$ cat src/hdl/bfa_pkg.sv
`timescale 1ns / 1ps
`default_nettype none

package bfa_pkg;

   localparam int KB_W        = 22;
   localparam int ADDR_W      = 32;
   localparam int RSP_ADDR_W  = 28;
   localparam int CNT_W       = 17;
   localparam int WORD_W      = 32;
   localparam int PAGE_SHIFT  = 12;

   localparam logic [KB_W-1:0]   KB_RESET  = 22'd262144;
   localparam logic [WORD_W-1:0] FULL_WORD = 32'hFFFF_FFFF;

   localparam logic [1:0] CMD_INIT  = 2'd0;
   localparam logic [1:0] CMD_ALLOC = 2'd1;
   localparam logic [1:0] CMD_FREE  = 2'd2;
   localparam logic [1:0] CMD_QUERY = 2'd3;

   typedef struct packed {
      logic [1:0]        cmd;
      logic [ADDR_W-1:0] address;
   } req_type;

   typedef struct packed {
      logic [RSP_ADDR_W-1:0] frame_address;
      logic                  ok;
      logic [CNT_W-1:0]      free_frames;
      logic [CNT_W-1:0]      frame_total;
   } rsp_type;

   typedef enum logic [2:0] {
      ST_CLEAR,
      ST_IDLE,
      ST_INIT,
      ST_SCAN,
      ST_FREE_RD,
      ST_FREE_CHK,
      ST_RESP
   } state_type;

   typedef struct packed {
      logic load;
      logic sweep;
      logic sweep_rsv;
      logic init_set;
      logic scan;
      logic free_rd;
      logic free_chk;
      logic respond;
   } ctl_type;

   typedef struct packed {
      logic sweep_last;
      logic scan_hit;
      logic scan_miss;
   } sts_type;

endpackage

`default_nettype wire

$ cat src/hdl/bfa_ctrl.sv
`timescale 1ns / 1ps
`default_nettype none

module bfa_ctrl (
   input  wire logic             clock,
   input  wire logic             reset,
   input  wire logic             start,
   input  wire logic [1:0]       cmd,
   input  wire bfa_pkg::sts_type sts,
   output bfa_pkg::ctl_type      ctl,
   output logic                  busy
);
   import bfa_pkg::*;

   state_type state_ff;
   state_type state_in;

   always_ff @(posedge clock) begin
      if (reset) begin
         state_ff <= ST_CLEAR;
      end else begin
         state_ff <= state_in;
      end
   end

   always_comb begin
      state_in = state_ff;
      unique case (state_ff)
         ST_CLEAR: begin
            if (sts.sweep_last) state_in = ST_IDLE;
         end
         ST_IDLE: begin
            if (start) begin
               unique case (cmd)
                  CMD_INIT:  state_in = ST_INIT;
                  CMD_ALLOC: state_in = ST_SCAN;
                  CMD_FREE:  state_in = ST_FREE_RD;
                  default:   state_in = ST_RESP;
               endcase
            end
         end
         ST_INIT: begin
            if (sts.sweep_last) state_in = ST_RESP;
         end
         ST_SCAN: begin
            if (sts.scan_hit || sts.scan_miss) state_in = ST_RESP;
         end
         ST_FREE_RD:  state_in = ST_FREE_CHK;
         ST_FREE_CHK: state_in = ST_RESP;
         ST_RESP:     state_in = ST_IDLE;
         default:     state_in = ST_CLEAR;
      endcase
   end

   always_comb begin
      ctl  = '0;
      busy = 1'b1;
      unique case (state_ff)
         ST_CLEAR: ctl.sweep = 1'b1;
         ST_IDLE: begin
            busy     = 1'b0;
            ctl.load = start;
         end
         ST_INIT: begin
            ctl.sweep     = 1'b1;
            ctl.sweep_rsv = 1'b1;
            ctl.init_set  = sts.sweep_last;
         end
         ST_SCAN:     ctl.scan     = 1'b1;
         ST_FREE_RD:  ctl.free_rd  = 1'b1;
         ST_FREE_CHK: ctl.free_chk = 1'b1;
         ST_RESP:     ctl.respond  = 1'b1;
         default:     ctl = '0;
      endcase
   end

endmodule

`default_nettype wire

$ cat config.mk
export PLATFORM = sky130hd
export DESIGN_NAME = bfa_ctrl
export DESIGN_NICKNAME = d
export VERILOG_FILES = /design/src/hdl/bfa_pkg.sv /design/src/hdl/bfa_ctrl.sv
export SDC_FILE = /design/constraint.sdc
export NUM_CORES = 1
export LEC_CHECK = 0
export ABC_AREA = 1
export BUFFER_PORTS_ARGS = -buffer_cell sky130_fd_sc_hd__buf_2
export CORE_AREA = 3 3 40 42
export CTS_CLUSTER_SIZE = 30
export DETAILED_ROUTE_END_ITERATION = 12
export DIE_AREA = 0 0 43 45
export GPL_TIMING_DRIVEN = 0
export PLACE_DENSITY = 0.53
export SETUP_SLACK_MARGIN = 0.5
export SYNTH_ARGS = -nofsm -noshare
export SYNTH_HDL_FRONTEND = slang
export SYNTH_SLANG_ARGS = --single-unit
$ cat constraint.sdc
create_clock -name clock -period 1.1 [get_ports clock]
set_input_delay 0.11 -clock clock [delete_from_list [all_inputs] [get_ports clock]]
set_output_delay 0.11 -clock clock [all_outputs]
set_load 0.01 [all_outputs]
# Word level (Yosys, flattened, before mapping)
# Index checks and enable logic that the tools add are counted.
# classes
eq_ne	12
reduce_logical	5
muxes	14
# op_table
op	n
3-bit case mux with 7 select lines	1
3-bit 2-to-1 mux	4
3-bit == test (second input constant)	3
3-bit case mux with 3 select lines	1
2-bit != test (second input constant)	4
1-bit 2-to-1 mux	7
3-bit by 2-bit == test with 1-bit output (second input constant)	2
4-bit AND reduction	1
3-bit by 1-bit == test with 1-bit output (second input constant)	1
3-bit logical NOT	1
2-bit by 1-bit == test with 1-bit output (second input constant)	1
2-bit == test (second input constant)	1
2-bit logical NOT	1
2-bit 2-to-1 mux	1
2-bit OR reduction	1
1-bit logical OR	1
# totals
reg_bits	3
input_bits	8
elab_cells	32
output_inout_bits	9

# Longest topological paths before layout
# logic_depth
word_depth	4
ltp_mapped	7
depth_no_buf	7

# Worst setup path before layout
# No wires, ideal clock.
# synth_timing
path_kind	register to output
startpoint	register state_ff[0]
endpoint	output port ctl[7] (netlist bit)
arrival_time_ps	910
n_path_buf	1
slack_ps	80
stages_incl_launch_ff	6
required_ps	990
path_cell_list	dfxtp_1 buf_6 nand2_1 nor2_1 inv_1 nor2_1
# synth_rtl
element	line_no	source
from (decl)	bfa_ctrl.sv:15	state_type state_ff;
from (signal assigned)	bfa_ctrl.sv:22	state_ff <= state_in;
to (decl)	bfa_ctrl.sv:10	output bfa_pkg::ctl_type ctl,

==> key figures <==
Cells and area
  • Max FFs per register: 3
  • Top flop regs: state_ff x3
  • Share of cells above drive strength 1: 69.2%
  • Design area: 693 um^2
  • Nets: 100
  • Reg area: 68.8 um^2
  • ANT cells: 0
  • Multi-input logic area: 282 um^2
  • Area delta synth->final: 106%
  • Number of fill cells: 135
  • Most flop-heavy register: state_ff

Timing
  • Rel. slew slack: 87.8%
  • Clock skew: 17.9 ps
  • Final period utilization: 113%
  • Setup TNS: -1240 ps
  • Setup violators final: 12
  • RSZ-0062 raised after global routing: true
  • Max Clock Freq: 803 MHz
  • Worst Tran Pin Value: 182 ps
  • Fin. max-slew vios: 0
  • Final setup margin: -146 ps
  • Hold Vio Cnt, Final: 0
  • Final worst path period need: 1250 ps

Global route
  • First-pass GRT wire length: 1860 um
  • Number of global-route vias before repair: 445
  • Largest net degree at the start of global routing: 8
  • Initial antenna violation count: 0
  • GRT overflow: 0
  • GRT Overall Usage: 14.0%

Route
  • Via count: 471
  • Residual DRC count: 0
  • Routed Antenna Nets: 0
  • Routed WL per cell: 12.0 um
  • DRT Pass-1 Iters: 4
  • Final wirelength: 1280 um
  • DRT iter0 DRCs: 17
  • Via density per instance: 4.44

Power and ir drop
  • Psw: 0.000412 W
  • Leakage: 0.365 nW
  • Seq pwr share: 15.2%
  • Pwr Density: 1410 nW/um^2
  • Switching Fraction: 42.1%
  • Internal Power: 0.000566 W
  • Clock share of power: 22.6%
  • Comb power frac: 62.2%
  • VDD IR max: 1.02 mV

Clocking
  • Clock insertion delay at the later pin of the skew report: 260 ps
  • H-tree depth: 1
  • Sink Count: 3
  • CTS Buf Count: 3
  • Clk root buf: clkbuf_4
  • Reg clk slew, reported paths: 50 ps
  • Cts hold-fix bufs: 0
  • TritonCTS clock tree: yes
  • Max Root-Sink Buffers: 2

Critical path
  • Crit path capture type: output pin
  • CP Max Fanout: 5
  • Critical path class: flop to output pin
  • Setup crit start kind: flop
  • Worst Path Required: 990 ps
  • Crit path DAT: 1140 ps

Placement
  • Post-DP Area: 450 um^2
  • Post-DP HPWL: 651 um
  • Port buffer count: 16
  • Routability cong.: 0.747

Logic synthesis
  • Area share of fa/ha/maj cells after synthesis: 0%
  • Yosys warns: 0
  • Seq cells post-synth: 3
  • Mapped cell area: 337 um^2
  • Main combinational cell family by area after synthesis: simple AND/OR/NAND/NOR gates
  • Synth Area in XOR/XNOR: 0%
  • Sequential area share after synthesis: 17.8%
  • Synth Instances: 58
  • Mux cell area share after synthesis: 0%
  • Post-synthesis compound-gate area fraction: 4.09%
  • Yosys cell types: 16
  • Simple-Gate Fraction of Synth Area: 54.6%
  • Avg Inst Size Synth: 5.80 um^2
  • Syn Nets: 66

Hold path
  • Class of the worst hold path: input port to flop

Floorplan
  • Row Count: 13
  • Starting Density: 26.2%
  • I/O Pins: 17
  • Die W: 43 um
  • Die Ht: 45 um
  • Die area: 1940 um^2
  • Core box area: 1280 um^2

Flow run
  • Max Cap Violations: 0

Status
  • Status: complete, but fails checks
  • Failing checks: setup timing
==> per-layer routing <==
metal	track usage, %	vias to the layer above	wire length (um)
li1	-	239	-
met1	13.9	214	501
met2	24.6	16	671
met3	6.37	2	87
met4	7.23	0	14
met5	0	-	0
==> path summary, 6_finish.rpt <==
check,startpoint,end,slack [ps],depth (start not counted)
min,reset,state_ff[1],40,2
max reg2reg,state_ff[0],state_ff[1],-90,7
min reg2reg,state_ff[1],state_ff[1],680,3
max,state_ff[0],ctl[4],-150,4
==> power by group through the flow <==
stage / Combinational (W) / Sequential (W) / Clock, W
2_1_floorplan: 0.000248 / 0.000151 / 0
3_3_place_gp: 0.000331 / 0.000155 / 0
3_5_place_dp: 0.000330 / 0.000155 / 0
4_1_cts: 0.000505 / 0.000147 / 0.000218
5_1_grt: 0.000655 / 0.000150 / 0.000245
6_report: 0.000609 / 0.000149 / 0.000221
==> layout by cell type (no fill, tap or decap), drive strengths merged <==
| master | n |
|---|---|
| a21oi | 2 |
| buf | 31 |
| clkbuf | 4 |
| dfxtp | 3 |
| inv | 15 |
| nand2 | 9 |
| nand3 | 10 |
| nand3b | 1 |
| nand4 | 1 |
| nor2 | 13 |
| nor3 | 2 |
==> critical path, cell delays in order (launching register included) <==
cell	delay, ps
dfxtp_4	340
buf_6	130
buf_6	120
nor3_4	150
buf_2	140
==> metrics by stage <==
step | cells | worst slack [ps] | total power [W] | hold WS (ps) | util (%)
2_1_floorplan | 58 | 128 | 0.000399 | 165 | -
3_3_place_gp | 89 | 20.7 | 0.000486 | 282 | 35.1
3_5_place_dp | 89 | 16.6 | 0.000485 | 282 | 35.1
4_1_cts | 103 | -144 | 0.000870 | 27.3 | 48.0
5_1_grt | 106 | -204 | 0.00105 | 20.2 | 53.9
6_report | 106 | -146 | 0.000979 | 40.8 | 53.9
==> logic make-up (layout without fill, tap and decap cells) <==
kind of cell	Yosys count	in the layout
and+or+nand+nor	36	36
buffers and inverters	17	50
DFF	3	3
AOI/OAI and AO/OA	2	2
==> cell type report <==
| class | instances | share of cell area [%] |
|---|---|---|
| buffer | 2 | 3.25 |
| clock buffer | 4 | 3.79 |
| sequential | 3 | 9.93 |
| tap | 15 | 2.71 |
| inverter | 15 | 8.84 |
| timing repair buffer | 29 | 30.9 |
| multi-input combinational | 38 | 40.6 |
==> repair_timing <==
| item | in CTS | in global routing |
|---|---|---|
| resized for setup | 18 | 12 |
| gates cloned | 0 | 0 |
| setup endpoints to repair | 12 | 12 |
| pin swaps | 12 | 2 |
| setup buffers | 10 | 3 |
==> cells in the mapped netlist, drive strengths merged <==
cell type | count | area [um^2]
nor3 | 2 | 10.0
nand2 | 9 | 36.3
inv | 15 | 56.3
buf | 2 | 22.5
nand4 | 1 | 6.26
nor2 | 13 | 58.8
a21oi | 2 | 13.8
nand3b | 1 | 7.51
dfxtp | 3 | 60.1
nand3 | 10 | 65.1
Power figures use the tool's default switching activity.
